`src/svc_pkg.sv`:
```
// shared types and constants of the silhouette voxel carver
// used by every module of the block but svc_ram; no dependencies
package svc_pkg;

    // fixed field widths
    localparam int PIX_W = 16;
    localparam int CRD_W = 5;
    localparam int MASK_W = 32;
    // internal coordinate width, covers grids up to 64
    localparam int IDX_W = 6;
    // width for comparing a coordinate against the grid size
    localparam int CMP_W = 7;
    localparam int NUM_VIEWS = 5;
    localparam int OP_QUEUE_DEPTH = 2;

    typedef enum logic {
        CMD_LOAD  = 1'b0,
        CMD_QUERY = 1'b1
    } cmd_e;

    typedef enum logic [2:0] {
        FACE_FRONT = 3'd0,
        FACE_LEFT  = 3'd1,
        FACE_BACK  = 3'd2,
        FACE_RIGHT = 3'd3,
        FACE_TOP   = 3'd4
    } face_e;

    typedef enum logic [1:0] {
        REG_LOWER = 2'd0,
        REG_UPPER = 2'd1
    } cfg_reg_e;

    typedef enum logic {
        BK_IDLE = 1'b0,
        BK_EXEC = 1'b1
    } back_state_e;

    // input item
    typedef struct packed {
        logic                    command;
        logic [2:0]              view_face;
        logic [CRD_W-1:0]        pixel_row;
        logic [CRD_W-1:0]        pixel_col;
        logic signed [PIX_W-1:0] pixel_value;
        logic [CRD_W-1:0]        voxel_y;
        logic [CRD_W-1:0]        voxel_z;
    } request_t;

    // result item
    typedef struct packed {
        logic [MASK_W-1:0] occupancy_mask;
        logic [CRD_W-1:0]  row_y;
        logic [CRD_W-1:0]  row_z;
    } result_t;

    // classified operation passed from front end to back end
    typedef struct packed {
        logic             is_query;
        logic [2:0]       face;
        logic [IDX_W-1:0] row;
        logic [IDX_W-1:0] col;
        logic [IDX_W-1:0] col_rev;
        logic             keep;
        logic             in_grid;
        logic [CRD_W-1:0] vy;
        logic [CRD_W-1:0] vz;
    } op_t;

endpackage

```
`src/svc_front.sv`:
```
// front end: threshold registers, item classification and address setup
// depends on svc_pkg
module svc_front
    import svc_pkg::*;
#(
    parameter int GRID_SIZE = 32
) (
    input  logic              clk,
    input  logic              rst_n,
    input  logic              cfg_valid,
    input  logic [1:0]        cfg_index,
    input  logic [PIX_W-1:0]  cfg_data,
    input  logic              push,
    input  request_t          request,
    input  logic              q_full,
    output logic              q_push,
    output op_t               q_op
);

    logic signed [PIX_W-1:0] lower_reg;
    logic signed [PIX_W-1:0] upper_reg;
    logic                    accepted;
    logic                    is_query;
    logic                    load_ok;
    logic                    query_ok;
    logic                    keep;

    // threshold registers
    always_ff @(posedge clk or negedge rst_n)
    begin
        if (!rst_n)
        begin
            lower_reg <= '0;
            upper_reg <= 16'sh7FFF;
        end
        else if (cfg_valid)
        begin
            case (cfg_index)
                REG_LOWER: lower_reg <= $signed(cfg_data);
                REG_UPPER: upper_reg <= $signed(cfg_data);
                default: ;
            endcase
        end
    end

    // classification
    assign accepted = push && !q_full;
    assign is_query = (request.command == CMD_QUERY);
    assign load_ok  = (request.view_face <= FACE_TOP)
                   && ({2'b00, request.pixel_row} < CMP_W'(GRID_SIZE))
                   && ({2'b00, request.pixel_col} < CMP_W'(GRID_SIZE));
    assign query_ok = ({2'b00, request.voxel_y} < CMP_W'(GRID_SIZE))
                   && ({2'b00, request.voxel_z} < CMP_W'(GRID_SIZE));
    assign keep     = (request.pixel_value > lower_reg) && (request.pixel_value < upper_reg);

    // off-image loads and loads of an unknown view are dropped here
    assign q_push = accepted && (is_query || load_ok);

    // operation for the back end
    always_comb
    begin
        q_op.is_query = is_query;
        q_op.face     = request.view_face;
        q_op.keep     = keep;
        q_op.in_grid  = query_ok;
        q_op.vy       = request.voxel_y;
        q_op.vz       = request.voxel_z;
        q_op.col_rev  = IDX_W'(GRID_SIZE - 1) - {1'b0, request.voxel_z};
        if (is_query)
        begin
            // mirrored image row for the side views, depth picks the top row
            q_op.row = IDX_W'(GRID_SIZE - 1) - {1'b0, request.voxel_y};
            q_op.col = {1'b0, request.voxel_z};
        end
        else
        begin
            q_op.row = {1'b0, request.pixel_row};
            q_op.col = {1'b0, request.pixel_col};
        end
    end

endmodule

```
`config.mk`:
```
export PLATFORM = sky130hd
export DESIGN_NAME = svc_front
export DESIGN_NICKNAME = d
export VERILOG_FILES = /design/src/svc_pkg.sv /design/src/svc_front.sv
export SDC_FILE = /design/constraint.sdc
export NUM_CORES = 1
export LEC_CHECK = 0
export ABC_AREA = 1
export BUFFER_PORTS_ARGS = -buffer_cell sky130_fd_sc_hd__buf_4
export CORE_MARGIN = 2
export CORE_UTILIZATION = 26
export DETAILED_ROUTE_END_ITERATION = 6
export HOLD_SLACK_MARGIN = 0.02
export MAX_ROUTING_LAYER = met4
export PLACE_DENSITY = 0.6
export SLEW_MARGIN = 0
export SYNTH_ARGS = -nofsm -noshare
export SYNTH_HDL_FRONTEND = slang
export SYNTH_SLANG_ARGS = --single-unit
```
`constraint.sdc`:
```
create_clock -name clk -period 1.7 [get_ports clk]
set_input_delay 0.085 -clock clk [delete_from_list [all_inputs] [get_ports clk]]
set_output_delay 0.085 -clock clk [all_outputs]
set_load 0.01 [all_outputs]
```
Word-level counts from Yosys, hierarchy flattened
Index checks and enable logic that the tools add are counted.
{"block": "word_totals", "ff_bits": 32, "input_bits": 63, "elab_cells": 17}
{"block": "classes", "addsub": 2, "magnitude_cmp": 3, "n_eq_ne": 1, "n_mux": 1, "reduce_logical": 8}
{"cell": "> comparator 16 bit", "n": 1}
{"cell": "< comparator 16 bit", "n": 1}
{"cell": "2-to-1 mux 12 bit", "n": 1}
{"cell": "subtractor 5 x 5 -> 6 bit, first input constant", "n": 2}
{"cell": "AND reduction 2 bit", "n": 2}
{"cell": "<= comparator 3 bit, second input constant", "n": 1}
{"cell": "logical AND 1 bit", "n": 3}
{"cell": "== test 2 x 1 -> 1 bit, second input constant", "n": 1}
{"cell": "zero test 2 bit", "n": 1}
{"cell": "zero test 1 bit", "n": 1}
{"cell": "logical OR 1 bit", "n": 1}

Longest topological paths before layout
Gate-level depths: netlist of the first run.
{"block": "logic_depth", "word_depth": 3, "depth_mapped": 15}

Worst setup path before layout of the first run
Ideal clock, no wire load.
{"block": "synth_path", "kind": "register to output", "startpoint": "reg upper_reg[5]", "endpoint": "out q_op[11] in the netlist's numbering", "arrival_time_ps": 1557, "path_slack_ps": 58, "path_stages_with_launch": 13, "cell_sequence": "dfstp_2 inv_1 ha_1 a21oi_1 nor2_1 nor3_1 nand2_1 nand2_1 nand2_1 nand2_1 nand2_1 nor2_1 buf_4"}
{"block": "synth_via", "elab_chain_cells": 2}
{"item": "start, declared", "line": "svc_front.sv:21", "source": "logic signed [PIX_W-1:0] upper_reg;"}
{"item": "start signal, assigned", "line": "svc_front.sv:40", "source": "REG_UPPER: upper_reg <= $signed(cfg_data);"}
{"item": "< comparator 16 bit", "line": "svc_front.sv:54", "source": "assign keep = (request.pixel_value > lower_reg) && (request.pixel_value < upper_reg);"}
{"item": "logical AND 1 bit", "line": "svc_front.sv:54"}
{"item": "end, declared", "line": "svc_front.sv:17", "source": "output op_t q_op"}
No other way between the ends.

==> metrics.cfg, run 1 <==
[global_routing]
gr-total-overflow=0
grt_antenna_before_repair=0
grt_pass1_vias=2203
grt_max_degree=33
grt_pass1_wl_um=9420
track_usage_pct=12.1

[clocking]
clk_pin_slew_worst_paths_ps=70
cts_buffers=5
root_buffer=clkbuf_8
cts_tree=built
cts_sinks=32
cts_buffer_depth=2
cts_max_level=2
clock_latency_ps=280

[run_status]
outcome=complete, but fails checks
violations=negative setup slack

[worst_setup_path]
path_max_fanout=2
rrSetupSlack_ps=940
worst-setup-path-type=reg -> out
arrival_ps=1970
cp-end-kind=output pin
r2r-end=upper_reg[9]
required_ps=1620
crit-reg2reg-launch=upper_reg[9]
r2r_cells=2
startpoint_type=flop

[yosys]
async_reset_ff_share_pct=100
synthSimpleGateAreaFrac_pct=17.3
synth_top_family_by_area=buffers and inverters
netlist_instances=317
synth_area_leaders=dfrtp_1 (18%), dfstp_2 (17%), ha_1 (16%)
yosys-top-cells-count=nand2_1 (78), inv_1 (61), ha_1 (31)
syn-cell-area_um2=2360
ys_ff_latch=32
syn_avg_cell_area_um2=7.43
post_synth_fa_ha_maj_area_fraction_pct=16.5
synthMuxAreaShare_pct=0
ys_seq_area_share_pct=34.8
synth_edf_count=0
synth_most_common_cell=nand2_1
ys.flop_type=dfrtp_1
ys_types=24
yosysWarnings=0
synth-xor-area-share_pct=0
synth-compound-area-share_pct=13.3
synth_top_area_share_pct=18.1
yosysTopAreaCell=dfrtp_1

[sta]
finalCritPeriodShare_pct=121
setup_viol=1
clock-skew-final_ps=0
min_period_ps=2050
rsz0062_at_grt=true
fin_ws_ps=-351
hold_violations=0
drv_slew=0
finalSetupTns_ps=-351
max_freq_mhz=487

[floorplanning]
core_area_um2=8760
initial_core_util_pct=26.9
io_pins=98
fp-row-count=34
die_area_um2=9840
die_x_um=99.2
die_h_um=99.2

[placed_design]
gp_congestion=0.804
dpl.hpwl_um=4500
post-place-ws_ps=-101
portBuffers=93

[route]
wl_per_cell_um=11.0
drt_pre_antenna_iters=4
drt-total-wl_um=5590
via_count=2164
drtIter0Drc=49
ant_nets=0
drc_errors=0
vias_per_cell=4.28

[pwr]
switchingPower_uw=826
power_frac_comb_pct=37.7
seqPwrFrac_pct=39.8
p_sw_share_pct=33.2
intPower_mw=1.66
leakagePower_nw=1.75
clkPwrFrac_pct=22.6
p_total_mw=2.49
powerDensity_nw_per_um2=765
irDropWorstVdd_v=0.000291

[final_layout]
syn_to_final_growth_pct=37.9
nets=492
drive_above_1_share_pct=36.7
antenna_cells=0
utilization_pct=37.1

[min_path]
hold_start=cfg_data[1]
hold_class=in -> reg
whs_endpoint=upper_reg[1]
min_path_cells=3

[flow_run]
maxCapViolations=0

## cell usage in the layout (no fill, tap or decap), types with 6 or more instances in the layout
| master | instances |
|---|---|
| inv_2 | 9 |
| buf_4 | 97 |
| dfrtp_1 | 17 |
| nor2_1 | 7 |
| o21ai_1 | 24 |
| ha_4 | 6 |
| inv_1 | 56 |
| ha_1 | 25 |
| dfstp_2 | 15 |
| nand2_1 | 75 |
| o21ai_0 | 22 |
| a21oi_1 | 11 |
## layer usage
metal / vias to the layer above / part of all wire (%) / GRT usage, %
li1: 1120 / - / -
met1: 949 / 41 / 12.6
met2: 89 / 50 / 22.6
met3: 6 / 8.1 / 2.81
met4: 0 / 0.97 / 3.27
met5: - / 0 / -
## power groups by stage
stage	Sequential, mW	Clock [mW]	Combinational, mW
2_1_floorplan	0.982	0	0.561
3_3_place_gp	0.993	0	0.838
3_5_place_dp	0.998	0	0.870
4_1_cts	0.987	0.573	0.907
5_1_grt	1.01	0.614	1.08
6_report	0.988	0.562	0.936
## layout make-up
cell class / instances / area [µm²]
Clock buffer: 6 / 72.6
Sequential cell: 32 / 820
Inverter: 65 / 244
Tap cell: 108 / 135
Clock inverter: 1 / 5.00
Fill cell: 942 / 5520
Timing Repair Buffer: 99 / 749
Multi-Input combinational cell: 195 / 1220
## logic make-up after synthesis
logic type | after synthesis
simple gates | 99
flops | 32
fa+ha+maj | 31
compound gates | 61
buf+inv | 92
other cells | 2
## how the worst max path moves through the flow
stage	start	end	slack, ps	cells past startpoint
4_1_cts	upper_reg[5]	q_op[11]	-380	12
2_1_floorplan	upper_reg[5]	q_op[11]	60	12
3_5_place_dp	upper_reg[5]	q_op[11]	-100	12
6_report	upper_reg[9]	q_op[11]	-350	10
3_3_place_gp	upper_reg[5]	q_op[11]	-100	12
5_1_grt	upper_reg[5]	q_op[11]	-470	12
## metrics by stage
step / cells / cell area (µm²) / hold slack [ps]
finish: 506 / 3250 / 36.2
detailed placement: 497 / 3050 / 55.0
global placement: 497 / 3050 / 47.9
global route: 506 / 3250 / 46.2
CTS: 506 / 3190 / 35.3
floorplan: 319 / 2360 / -211
## worst max-delay path: stages, from the launching register on
cell and delay [ps]:
dfstp_2 530, inv_1 40, ha_1 270, a21oi_1 150
o21ai_0 100, a21oi_1 170, nand2_1 70, nand2_1 60
nand2_1 60, nor2_2 110, buf_6 120
## timing repair
item / in CTS / in global routing
pin swaps: 8 / 11
endpoints found under the setup margin: 1 / 1
hold buffers: 1 / 0
gates cloned: 0 / 0
setup buffers: 1 / 0
endpoints found under the hold margin: 17 / 0
resized for setup: 7 / 13
(Power assumes the default switching activity.)
==> run 2: changes to the inputs <==
--- a/config.mk
+++ b/config.mk
@@ -12,7 +12,7 @@
 export DETAILED_ROUTE_END_ITERATION = 6
 export HOLD_SLACK_MARGIN = 0.02
 export MAX_ROUTING_LAYER = met4
-export PLACE_DENSITY = 0.6
+export PLACE_DENSITY = 0.59
 export SLEW_MARGIN = 0
 export SYNTH_ARGS = -nofsm -noshare
 export SYNTH_HDL_FRONTEND = slang
==> constraint.sdc (replaced) <==
create_clock -name clk -period 2.2 [get_ports clk]
set_input_delay 0.11 -clock clk [delete_from_list [all_inputs] [get_ports clk]]
set_output_delay 0.11 -clock clk [all_outputs]
set_load 0.01 [all_outputs]
==> metrics.cfg, run 2 (synthesized netlist as in run 1, its figures left out) <==
[sta]
fin_ws_ps=125  ; +477 ps
hold_violations=0  ; unchanged
min_period_ps=2070
max_freq_mhz=482
finalSetupTns_ps=0  ; +351 ps
clock-skew-final_ps=0  ; unchanged
setup_viol=0  ; -1
holdWs_ps=54.3  ; +18.1 ps
drv_slew=0  ; unchanged
finalCritPeriodShare_pct=94.3

[placed_design]
gp_congestion=0.770  ; -4.2%
dpl.hpwl_um=4360  ; -3.1%
portBuffers=93  ; unchanged
post-place-ws_ps=360  ; +461 ps
place_inst=495  ; -0.40%

[global_routing]
track_usage_pct=11.6  ; -0.47 points
grt_antenna_before_repair=0  ; unchanged
gr-total-overflow=0  ; unchanged
grt_pass1_wl_um=8890  ; -5.6%
grt_pass1_vias=1994  ; -9.5%
grt_max_degree=33  ; unchanged

[floorplanning]
die_area_um2=9840  ; unchanged
die_x_um=99.2  ; unchanged
fp-row-count=34  ; unchanged
core_area_um2=8760  ; unchanged
initial_core_util_pct=26.9  ; unchanged
io_pins=98  ; unchanged
die_h_um=99.2  ; unchanged

[pwr]
switchingPower_uw=628  ; -24%
clkPwrFrac_pct=22.5  ; about the same
seqPwrFrac_pct=40.2  ; +0.4 points
power_frac_comb_pct=37.4  ; -0.3 points
irDropWorstVdd_v=0.000209  ; -28%
p_total_mw=1.90  ; -24%
leakagePower_nw=1.74  ; -0.72%
intPower_mw=1.27  ; -23%
powerDensity_nw_per_um2=585  ; -24%
p_sw_share_pct=33.0  ; -0.20 points

[worst_setup_path]
startpoint_type=flop
crit_chain=inv_1, ha_1, a21oi_1, o21ai_0, a21oi_1, nand2_1, nand2_1, nand2_1, nor2_2, buf_4
path_max_fanout=2  ; unchanged
crit_top_cell=nand2_1
slowest_stage=dfstp_2
worst-setup-path-type=reg -> out
cp-end-kind=output pin
rrSetupSlack_ps=1440  ; +500 ps
critPathMaxStageDelay_ps=530  ; about the same
critPathTopFamily=flip-flops
cp.buffers_inverters=2  ; unchanged
arrival_ps=1960  ; about the same
required_ps=2090  ; +470 ps

[final_layout]
antenna_cells=0  ; unchanged
stdcell_count=503  ; -0.59%
syn_to_final_growth_pct=38.0  ; about the same
layout_common_cells=buf_4 (95), nand2_1 (74), inv_1 (57)
nets=489  ; -0.61%
n_fill_cell=930  ; -1.3%
drive_above_1_share_pct=36.7  ; about the same
layout_commonest_cell=buf_4

[route]
drc_errors=0  ; unchanged
drt-total-wl_um=5580  ; -0.23%
drtIter0Drc=47  ; -4.1%
via_count=2160  ; -0.18%
wl_per_cell_um=11.1  ; +0.36%
drt_pre_antenna_iters=4  ; unchanged
vias_per_cell=4.29  ; +0.41%
ant_nets=0  ; unchanged

[flow_run]
maxCapViolations=0  ; unchanged

[clocking]
root_buffer=clkbuf_8
cts_tree=built
clk_pin_slew_worst_paths_ps=60  ; about the same
cts_max_level=2  ; unchanged
cts_sinks=32  ; unchanged
cts_buffer_depth=2  ; unchanged
clock_latency_ps=280  ; about the same
cts_buffers=5  ; unchanged

[run_status]
outcome=finished, final reports clean

[min_path]
hold_class=in -> reg

## run 2: stage by stage
stage | utilization (%) | instance area, µm²
2_1_floorplan | - | 2360
3_3_place_gp | 34.6 | 3030
3_5_place_dp | 34.6 | 3030
4_1_cts | 35.6 | 3120
5_1_grt | 37.1 | 3250
6_report | 37.1 | 3250
## run 2: worst register-to-register path: cells and delay by family (launching register included)
kind | cells | cell delay (ps)
AOI/OAI and AO/OA | 1 | 90
DFF | 1 | 540
and+or+nand+nor | 1 | 50
## run 2: power by group through the flow
stage,clock [mW],combinational [mW],sequential (mW)
finish,0.427,0.710,0.763
global route,0.473,0.820,0.777
CTS,0.446,0.659,0.760
detailed placement,0,0.654,0.770
global placement,0,0.640,0.768
floorplan,0,0.433,0.759
## run 2: layout make-up
cell class                 count  area [µm²]  area share, %
multi-input combinational    195        1250           38.5
sequential                    32         820           25.2
timing repair buffer          96         723           22.2
inverter                      65         244           7.51
tap                          108         135           4.16
clock buffer                   6        72.6           2.23
clock inverter                 1        5.00          0.154
## run 2: timing repair
| item | 4_1_cts | 5_1_grt |
|---|---|---|
| endpoints found under the setup margin | 0 | 1 |
| setup buffers | 0 | 0 |
| hold buffers | 1 | 0 |
| endpoints found under the hold margin | 17 | 0 |
| gates resized for setup | 0 | 22 |
## run 2: layer usage
layer	vias to the layer above	wire [µm]	track usage, %
li1	1118	-	-
met1	949	2290	13.2
met2	89	2790	20.3
met3	4	463	3.02
met4	0	36	3.16
met5	-	0	-
## run 2: path summary, 6_finish.rpt
| check | end | cells after the start | startpoint |
|---|---|---|---|
| max in group asynchronous | upper_reg[11] | 2 | rst_n |
| min in group asynchronous | lower_reg[5] | 2 | rst_n |
| setup reg to reg | upper_reg[6] | 2 | upper_reg[6] |
| hold reg to reg | upper_reg[4] | 2 | upper_reg[4] |
| setup / recovery | q_op[11] | 10 | upper_reg[13] |
| hold / removal | upper_reg[1] | 3 | cfg_data[1] |
