--- config.mk ---
export PLATFORM = sky130hd
export DESIGN_NAME = svc_fifo
export DESIGN_NICKNAME = d
export VERILOG_FILES = /design/src/svc_pkg.sv /design/src/svc_fifo.sv
export SDC_FILE = /design/constraint.sdc
export NUM_CORES = 1
export LEC_CHECK = 0
export ABC_AREA = 1
export BUFFER_PORTS_ARGS = -buffer_cell sky130_fd_sc_hd__buf_4
export CORE_MARGIN = 4
export CORE_UTILIZATION = 55
export DETAILED_ROUTE_END_ITERATION = 16
export PLACE_DENSITY = 0.82
export SLEW_MARGIN = 30
export SYNTH_ARGS = -nofsm -noshare
export SYNTH_HDL_FRONTEND = slang
export SYNTH_SLANG_ARGS = --single-unit
--- constraint.sdc ---
create_clock -name clk -period 4.1 [get_ports clk]
set_clock_uncertainty 0.05 [all_clocks]
set_input_delay 0 -clock clk [delete_from_list [all_inputs] [get_ports clk]]
set_output_delay 0 -clock clk [all_outputs]
set_load 0.02 [all_outputs]
--- src/svc_pkg.sv ---
// shared types and constants of the silhouette voxel carver
// used by every module of the block but svc_ram; no dependencies
package svc_pkg;

    // fixed field widths
    localparam int PIX_W = 16;
    localparam int CRD_W = 5;
    localparam int MASK_W = 32;
    // internal coordinate width, covers grids up to 64
    localparam int IDX_W = 6;
    // width for comparing a coordinate against the grid size
    localparam int CMP_W = 7;
    localparam int NUM_VIEWS = 5;
    localparam int OP_QUEUE_DEPTH = 2;

    typedef enum logic {
        CMD_LOAD  = 1'b0,
        CMD_QUERY = 1'b1
    } cmd_e;

    typedef enum logic [2:0] {
        FACE_FRONT = 3'd0,
        FACE_LEFT  = 3'd1,
        FACE_BACK  = 3'd2,
        FACE_RIGHT = 3'd3,
        FACE_TOP   = 3'd4
    } face_e;

    typedef enum logic [1:0] {
        REG_LOWER = 2'd0,
        REG_UPPER = 2'd1
    } cfg_reg_e;

    typedef enum logic {
        BK_IDLE = 1'b0,
        BK_EXEC = 1'b1
    } back_state_e;

    // input item
    typedef struct packed {
        logic                    command;
        logic [2:0]              view_face;
        logic [CRD_W-1:0]        pixel_row;
        logic [CRD_W-1:0]        pixel_col;
        logic signed [PIX_W-1:0] pixel_value;
        logic [CRD_W-1:0]        voxel_y;
        logic [CRD_W-1:0]        voxel_z;
    } request_t;

    // result item
    typedef struct packed {
        logic [MASK_W-1:0] occupancy_mask;
        logic [CRD_W-1:0]  row_y;
        logic [CRD_W-1:0]  row_z;
    } result_t;

    // classified operation passed from front end to back end
    typedef struct packed {
        logic             is_query;
        logic [2:0]       face;
        logic [IDX_W-1:0] row;
        logic [IDX_W-1:0] col;
        logic [IDX_W-1:0] col_rev;
        logic             keep;
        logic             in_grid;
        logic [CRD_W-1:0] vy;
        logic [CRD_W-1:0] vz;
    } op_t;

endpackage

--- src/svc_fifo.sv ---
// short operation queue between front end and back end
// depends on svc_pkg
module svc_fifo
    import svc_pkg::*;
(
    input  logic clk,
    input  logic rst_n,
    input  logic wr_en,
    input  op_t  wr_op,
    input  logic rd_en,
    output op_t  head,
    output logic full,
    output logic empty
);

    localparam int AW = (OP_QUEUE_DEPTH > 1) ? $clog2(OP_QUEUE_DEPTH) : 1;
    localparam int CW = $clog2(OP_QUEUE_DEPTH + 1);

    op_t           entry_reg [OP_QUEUE_DEPTH];
    logic [AW-1:0] wr_ptr_reg;
    logic [AW-1:0] wr_ptr_next;
    logic [AW-1:0] rd_ptr_reg;
    logic [AW-1:0] rd_ptr_next;
    logic [CW-1:0] count_reg;
    logic [CW-1:0] count_next;

    assign full  = (count_reg == CW'(OP_QUEUE_DEPTH));
    assign empty = (count_reg == '0);
    assign head  = entry_reg[rd_ptr_reg];

    // pointer and count update
    always_comb
    begin
        wr_ptr_next = wr_ptr_reg;
        rd_ptr_next = rd_ptr_reg;
        count_next  = count_reg;
        if (wr_en)
        begin
            wr_ptr_next = (wr_ptr_reg == AW'(OP_QUEUE_DEPTH - 1)) ? '0 : wr_ptr_reg + 1'b1;
        end
        if (rd_en)
        begin
            rd_ptr_next = (rd_ptr_reg == AW'(OP_QUEUE_DEPTH - 1)) ? '0 : rd_ptr_reg + 1'b1;
        end
        if (wr_en && !rd_en)
        begin
            count_next = count_reg + 1'b1;
        end
        else if (rd_en && !wr_en)
        begin
            count_next = count_reg - 1'b1;
        end
    end

    always_ff @(posedge clk or negedge rst_n)
    begin
        if (!rst_n)
        begin
            wr_ptr_reg <= '0;
            rd_ptr_reg <= '0;
            count_reg  <= '0;
        end
        else
        begin
            wr_ptr_reg <= wr_ptr_next;
            rd_ptr_reg <= rd_ptr_next;
            count_reg  <= count_next;
        end
    end

    // entry storage
    always_ff @(posedge clk)
    begin
        if (wr_en)
        begin
            entry_reg[wr_ptr_reg] <= wr_op;
        end
    end

endmodule

==> Yosys cells after proc, flatten, opt, wreduce, memory -nomap -nowiden <==
Memory sizes are Yosys's and may differ from the RTL's.
Index checks and enable logic that the tools add are counted.
{ "classes": {"n_reduce_logical": 6, "n_eq_ne": 1, "n_addsub": 4, "mux": 6} }
{ "ops": {"columns": ["cell", "count"], "rows": [
  ["$mux W1", 4],
  ["$mux W2", 2],
  ["$add A1 B1 Y1 const B", 2],
  ["$add A2 B1 Y2 const B", 1],
  ["$eq A2 B2 Y1 const B", 1],
  ["$logic_and A1 B1 Y1", 2],
  ["$logic_not A1 Y1", 2],
  ["$logic_not A2 Y1", 1],
  ["$reduce_bool A2 Y1", 1],
  ["$sub A2 B1 Y2 const B", 1]
]} }
{ "totals": {"mem_bits_rw": 68, "regBits": 4, "wordCells": 21, "out_inout_bits": 36, "n_memories": 1} }
{ "mem_list": {"columns": ["name", "depth", "word_bits", "rd", "rd_ports_with_merged_regs", "write_ports", "line", "source"], "rows": [
  ["entry_reg", 2, 34, 1, 0, 1, "svc_fifo.sv:19", "op_t entry_reg [OP_QUEUE_DEPTH];"]
]} }

==> Logic depth before layout (Yosys ltp) <==
Gate-level depths: netlist of run 1.
{ "depth": {"ltp_word": 4, "mapped_depth": 7, "mapped_depth_nobuf": 7} }

==> Worst setup path after synthesis of run 1 <==
Ideal clock, no wire load.
{ "synth_path": {"path_type": "reg-to-reg", "startpoint": "reg wr_ptr_reg", "endpoint": "mem entry_reg[0][0] in the netlist's numbering, enable pin", "arrival_time_ns": 1.847, "synth_period_minus_slack_ns": 2.323, "n_path_buf": 0, "slack_ns": 1.777, "t_required_ns": 3.624, "path_stages_with_launch": 2, "setup_ns": 0.426, "cell_sequence": "dfrtp_1 > nor2_1"} }
{ "synth_rtl": {"columns": ["element", "line", "source"], "rows": [
  ["start: declaration", "svc_fifo.sv:20", "logic [AW-1:0] wr_ptr_reg;"],
  ["start signal: assignment", "svc_fifo.sv:65", "wr_ptr_reg <= wr_ptr_next;"],
  ["end: declaration", "svc_fifo.sv:19", null]
]} }
No word-level cell before the write port.

==> Worst setup path after layout of run 1 <==
{ "layout_path": {"startpoint": "reg wr_ptr_reg", "endpoint": "mem entry_reg[1][15] in the netlist's numbering, enable pin"} }
No word-level cell before the write port.

==> reports/qor.txt, run 1 <==
Fin worst setup slack - 2.264 ns
Top post-synthesis cells by count - 68 x edfxtp_1, 29 x mux2_4, 7 x inv_1, 5 x mux2_2, 5 x nand2_1
Std cell rows - 25
Final setup viols - 0
Synth top area cells - edfxtp_1 73%, mux2_4 15%, dfrtp_1 3.6%
Post-Layout Cell Count - 323
Ant diodes - 0
Post-synth top area share - 72.63%
Clk root buf - clkbuf_8
Share of cells above drive strength 1 - 48.05%
Gr usage total - 17.61%
Initial Utilization - 57.99%
Die footprint - 0.006319 sq mm
Area leader, netlist - edfxtp_1
Avg WL per Cell - 16.24 microns
Post-route antenna net violation count - 0
Final hold slack - 0.3426 ns
Placer Congestion - 0.6462
CTS Sinks - 72
Max cap viols - 0
Pwr dens - 639.0 mW/mm^2
H-tree depth - 3
Drt via density - 4.864
Hold Path Class - input port to register
Max clock buf depth - 2
Unrepaired setup endpoints after global routing - no
Final #Nets - 290
Syn nets - 170
Multi-input gate area - 579.3 sq um
Max Fanout on Critical Path - 18
Buffers plus inverters on the worst setup path - 2
Worst setup EP type - register
Reg2reg start - wr_ptr_reg$_DFFE_PN0P_
Final Critical Period - 1.836 ns
TritonRoute pass-1 iters - 4
Vias - 1571
Post-CTS Setup Bufs - 0
Crit path required time - 4.07 ns
Final Total Pwr - 2.542 mW
Crit path launch - wr_ptr_reg$_DFFE_PN0P_
Mapped Cells - 131
CORE AREA - 0.004848 sq mm
Pin count of the biggest net entering global routing - 36
Async SR Flop Fraction - 5.556%
Post-route setup TNS - 0 ns
Place WS - 2.310 ns
Height of the die - 79.50 microns
Global-route wire length before repair - 8079 microns
Mean Syn Cell Area - 21.46 sq um
FF+latch area - 0.002146 sq mm
Clock transition at path regs - 0.07 ns
EDFF count, synth - 68
Fmax - 0.5446 GHz
Max VDD drop - 525.6 uV
Max reg flops - 68
Family with the most delay on the worst path - buffers and inverters
Pleak - 1.640 nW
Clock Latency Late Sink - 0.33 ns
Synthesized flop and latch total - 72
Final WL - 5246 microns
Most used DFF post-synth - edfxtp_1
CP Launch Type - register
Synthesis-to-layout area growth - 41.48%
Crit path DAT - 1.80 ns
Cell Chain, Critical Path - nand2_1 > inv_1 > buf_4
Top-level I/O count - 74
Status - finished, final reports clean
Hold_sp - wr_op[27]
Worst-Margin Slew - 0.6629 ns
DRT iter0 DRCs - 77
Placed cell areas - 0.003388 sq mm
Setup CP Type - register to register
Overall overflow remaining after global route - 0
Placed cell count - 268
CTS tree - yes
Period Utilization, post-route - 44.79%
Synth Cell Area - 0.002811 sq mm
Yosys warns - 0
Final Hold Viols - 0
Post-layout util - 82.04%
Die width - 79.50 microns
Max incr delay on CP - 0.51 ns
Fill cells - 236
CTS Buf Count - 9
Fin area - 0.003978 sq mm
Critical path's slowest cell - inv_1
Antenna violations before repair - 0
Drt drc - 0
Most frequent cell after synthesis - edfxtp_1
Rel. slew slack - 55.76%
# port buffers - 73
Seq/Total Area, Yosys - 76.19%
Vias in the first global route - 1691
Yosys cell types - 14
Max-slew violations - 0
[cell families (layout without fill, tap and decap cells)]
| group | Yosys count | count (layout) | synth area share (%) |
|---|---|---|---|
| adder cells (fa/ha/maj) | 1 | 1 | 0.4450 |
| multiplexers | 34 | 34 | 17.49 |
| AND/OR/NAND/NOR | 10 | 10 | 1.469 |
| flip-flops | 72 | 72 | 76.19 |
| buffers and inverters | 11 | 136 | 3.472 |
| XOR/XNOR | 3 | 3 | 0.9348 |
[layout make-up]
class	instances	share of cell area, %
clock buffer	11	3.303
sequential	72	53.95
clock inverter	5	1.195
inverter	7	0.6606
multi-input combinational	48	14.56
tap	67	2.108
timing repair buffer	113	24.22
[power breakdown]
part	leakage, nW	switching [mW]	internal (mW)
Clock	0.0922	0.236	0.275
Combinational	0.863	0.416	0.493
Sequential	0.684	0.139	0.982
[worst register-to-register path, cell delays in order, from the launching register on]
cell and delay (ns):
dfrtp_1 0.45, nand2_1 0.12, inv_1 0.51, buf_4 0.39
[routing by layer]
metal  GRT usage, %  vias to the layer above  share of wire [%]
met3          5.982                        9                5.1
met5              0                        -                  0
li1               -                      735                  -
met4          5.155                        0                1.2
met1          18.99                      774                 38
met2          32.39                       53                 55
[repair_timing]
action | CTS | global route
hold endpoints to repair | 74 | 0
hold buffers | 38 | 0
resized for setup | 0 | 0
[cell usage in the layout, fill, tap and decap left out, types with 2 or more instances in the layout]
cell           Yosys  layout
buf_4              0      74
clkbuf_1           0       2
clkbuf_8           0       9
clkinv_1           0       2
clkinv_2           0       2
dfrtp_1            4       3
dlygate4sd3_1      0      38
edfxtp_1          68      68
inv_1              7       7
mux2_2             5       5
mux2_4            29      29
nand2_1            5       5
nor2_1             3       2
xor2_1             2       2
[final timing paths]
check	cells after the start	slack (ns)	end
worst min-delay path	2	0.34	entry_reg[0][27]$_DFFE_PP_
max in group asynchronous	3	3.26	rd_ptr_reg$_DFFE_PN0P_
worst min register to register	1	0.50	count_reg[0]$_DFFE_PN0P_
min in group asynchronous	3	0.53	count_reg[0]$_DFFE_PN0P_
worst max-delay path	3	2.26	entry_reg[1][15]$_DFFE_PP_
worst max register to register	3	2.26	entry_reg[1][15]$_DFFE_PP_
(Power assumes the default switching activity.)
==> inputs of run 2 (changes only) <==
--- a/config.mk
+++ b/config.mk
@@ -5,12 +5,12 @@
 export SDC_FILE = /design/constraint.sdc
 export NUM_CORES = 1
 export LEC_CHECK = 0
-export ABC_AREA = 1
+export ABC_AREA = 0
 export BUFFER_PORTS_ARGS = -buffer_cell sky130_fd_sc_hd__buf_4
 export CORE_MARGIN = 4
-export CORE_UTILIZATION = 55
+export CORE_UTILIZATION = 52
 export DETAILED_ROUTE_END_ITERATION = 16
-export PLACE_DENSITY = 0.82
+export PLACE_DENSITY = 0.78
 export SLEW_MARGIN = 30
 export SYNTH_ARGS = -nofsm -noshare
 export SYNTH_HDL_FRONTEND = slang
==> constraint.sdc (replaced) <==
create_clock -name clk -period 1.8 [get_ports clk]
set_clock_uncertainty 0.05 [all_clocks]
set_input_delay 0 -clock clk [delete_from_list [all_inputs] [get_ports clk]]
set_output_delay 0 -clock clk [all_outputs]
set_load 0.02 [all_outputs]
==> reports/qor.txt, run 2 <==
Placed cell areas - 0.003415 sq mm (+0.78%)
# resized after CTS - 0 (unchanged)
Period Utilization, post-route - 88.71%
Max Fanout on Critical Path - 19 (+1)
WL met2 - 2894 microns (-0.38%)
Placed cell count - 266 (-0.75%)
Post-layout util - 77.53% (-4.5 points)
M1 WL - 2019 microns (+0.50%)
Family with the most delay on the worst path - buffers and inverters
CP Launch Type - register
Top post-synthesis cells by count - 68 x edfxtp_1, 29 x mux2_4, 5 x mux2_2, 4 x dfrtp_1, 4 x xor2_1
Rel. slew slack - 77.71% (+22 points)
Setup CP Type - register to output port
Die width - 81.27 microns (+2.2%)
Yosys warns - 0 (unchanged)
Fmax - 0.6263 GHz
Status - finished, final reports clean
Max incr delay on CP - 0.38 ns (-0.13 ns)
Final Critical Period - 1.597 ns
Clk root buf - clkbuf_8
Worst-Margin Slew - 0.3344 ns (-0.3285 ns)
Cell Chain, Critical Path - buf_4 > mux2_2 > buf_4
Critical path's slowest cell - mux2_2
Max reg flops - 68 (unchanged)
Max VDD drop - 946.2 uV (+80%)
Antenna violations before repair - 0 (unchanged)
Die footprint - 0.006604 sq mm (+4.5%)
EDFF count, synth - 68 (unchanged)
Commonest non-fill, non-tap cells in the layout - 77 x buf_4, 68 x edfxtp_1, 38 x dlygate4sd3_1
Most frequent cell after synthesis - edfxtp_1
CORE AREA - 0.005140 sq mm (+6.0%)
FF+latch area - 0.002143 sq mm (-0.12%)
Mapped Cells - 122 (-6.9%)
Clock Latency Late Sink - 0.33 ns (about the same)
H-tree depth - 3 (unchanged)
Area leader, netlist - edfxtp_1
Gr usage total - 17.62% (about the same)
Max-slew violations - 0 (unchanged)
Top routing layer in use - met4
Avg WL per Cell - 16.50 microns (+1.6%)
Commonest non-fill, non-tap cell in the layout - buf_4
Yosys cell types - 13 (-1)
Syn nets - 161 (-5.3%)
Initial Utilization - 54.31% (-3.7 points)
Buffers plus inverters on the worst setup path - 2 (unchanged)
Drt via density - 4.719 (-3.0%)
DRT iter0 DRCs - 43 (-44%)
Unrepaired setup endpoints after global routing - no
Vias - 1510 (-3.9%)
Synth Cell Area - 0.002791 sq mm (-0.71%)
Post-Layout Cell Count - 320 (-0.93%)
Share of cells above drive strength 1 - 50.80% (+2.8 points)
Routed wl met3 - 350 microns (+30%)
Synth top area cells - edfxtp_1 73%, mux2_4 16%, dfrtp_1 3.6%
Ant diodes - 0 (unchanged)
Mean Syn Cell Area - 22.88 sq um (+6.6%)
Std cell rows - 26 (+4.0%)
CTS Sinks - 72 (unchanged)
Pin count of the biggest net entering global routing - 35 (-2.8%)
Height of the die - 81.27 microns (+2.2%)
Crit path required time - 1.75 ns (-2.32 ns)
Crit path top cell by count - buf_4
Pwr dens - 1459 mW/mm^2 (+130%)
Async SR Flop Fraction - 5.556% (unchanged)
Final Total Pwr - 5.815 mW (+130%)
Top-level I/O count - 74 (unchanged)
Max cap viols - 0 (unchanged)
TritonRoute pass-1 iters - 4 (unchanged)
Overall overflow remaining after global route - 0 (unchanged)
Global-route wire length before repair - 8086 microns (about the same)
Clock transition at path regs - 0.07 ns (about the same)
CTS Buf Count - 9 (unchanged)
Post-route setup TNS - 0 ns (unchanged)
Hold Path Class - input port to register
Final setup viols - 0 (unchanged)
Most used DFF post-synth - edfxtp_1
Crit path DAT - 1.55 ns (-0.25 ns)
Drt drc - 0 (unchanged)
Final WL - 5281 microns (+0.67%)
Worst setup EP type - output port
Pleak - 1.627 nW (-0.78%)
Fin area - 0.003985 sq mm (+0.19%)
CTS tree - yes
Multi-input gate area - 581.8 sq um (+0.43%)
Vias in the first global route - 1663 (-1.7%)
Synthesis-to-layout area growth - 42.76%
Max clock buf depth - 2 (unchanged)
Final Hold Viols - 0 (unchanged)
Placer Congestion - 0.6157 (-4.7%)
# port buffers - 73 (unchanged)
Post-route antenna net violation count - 0 (unchanged)
Synthesized flop and latch total - 72 (unchanged)
Post-synth top area share - 73.15% (+0.52 points)
Fill cells - 301 (+28%)
Seq/Total Area, Yosys - 76.74% (+0.55 points)
Final #Nets - 284 (-2.1%)
-- run 2: cell types whose count changed in the layout (fill, tap and decap cells not counted), moves of 2 or more --
cell	change
xor2_1	+2
nand2_1	-5
buf_4	+3
clkinv_1	-2
inv_1	-6
clkbuf_8	+4
clkinv_2	-2
-- run 2: worst paths after layout --
kind | slack [ns] | endpoint | cells after the start | from
hold reg to reg | 0.46 | count_reg[1]$_DFFE_PN0P_ | 1 | count_reg[1]$_DFFE_PN0P_
hold / removal | 0.35 | entry_reg[0][11]$_DFFE_PP_ | 2 | wr_op[11]
max in group asynchronous | 0.95 | rd_ptr_reg$_DFFE_PN0P_ | 3 | rst_n
min in group asynchronous | 0.54 | rd_ptr_reg$_DFFE_PN0P_ | 3 | rst_n
setup reg to reg | 0.60 | entry_reg[1][11]$_DFFE_PP_ | 2 | wr_ptr_reg$_DFFE_PN0P_
setup / recovery | 0.20 | head[20] | 3 | rd_ptr_reg$_DFFE_PN0P_
-- run 2: layout make-up --
class | count | share of cell area [%]
clock buffer | 16 | 4.772
timing repair buffer | 116 | 24.55
multi-input combinational | 45 | 14.60
sequential | 72 | 53.78
tap | 70 | 2.198
inverter | 1 | 0.09419
-- run 2: power by group --
group | internal [mW] | switching [mW] | total (mW) | leakage [nW]
Sequential | 2.23 | 0.118 | 2.35 | 0.684
Clock | 0.655 | 0.530 | 1.18 | 0.0970
Combinational | 1.15 | 1.13 | 2.28 | 0.846
-- run 2: cell families after synthesis --
logic type | Yosys count | share of synthesized area [%]
XOR/XNOR | 5 | 1.569
adder cells (fa/ha/maj) | 1 | 0.4482
buffers and inverters | 5 | 2.689
flip-flops | 72 | 76.74
multiplexers | 34 | 17.62
AND/OR/NAND/NOR | 5 | 0.9415
-- run 2: metal layers --
layer,up-vias,GRT usage [%]
li1,716,-
met1,738,18.72
met2,52,31.92
met3,4,6.763
met4,0,5.574
met5,-,0
-- run 2: stage by stage --
stage | hold slack (ns) | worst slack [ns]
final | 0.3478 | 0.2032
after global routing | 0.3276 | 0.1322
after CTS | 0.3295 | 0.1925
after detailed placement | -0.2461 | 0.5553
after global placement | -0.2504 | 0.5818
after floorplan | -0.3456 | 0.03484
-- run 2: timing repair --
item / CTS / global route
setup buffers: 0 / 0
hold buffers: 38 / 0
endpoints found under the hold margin: 75 / 0
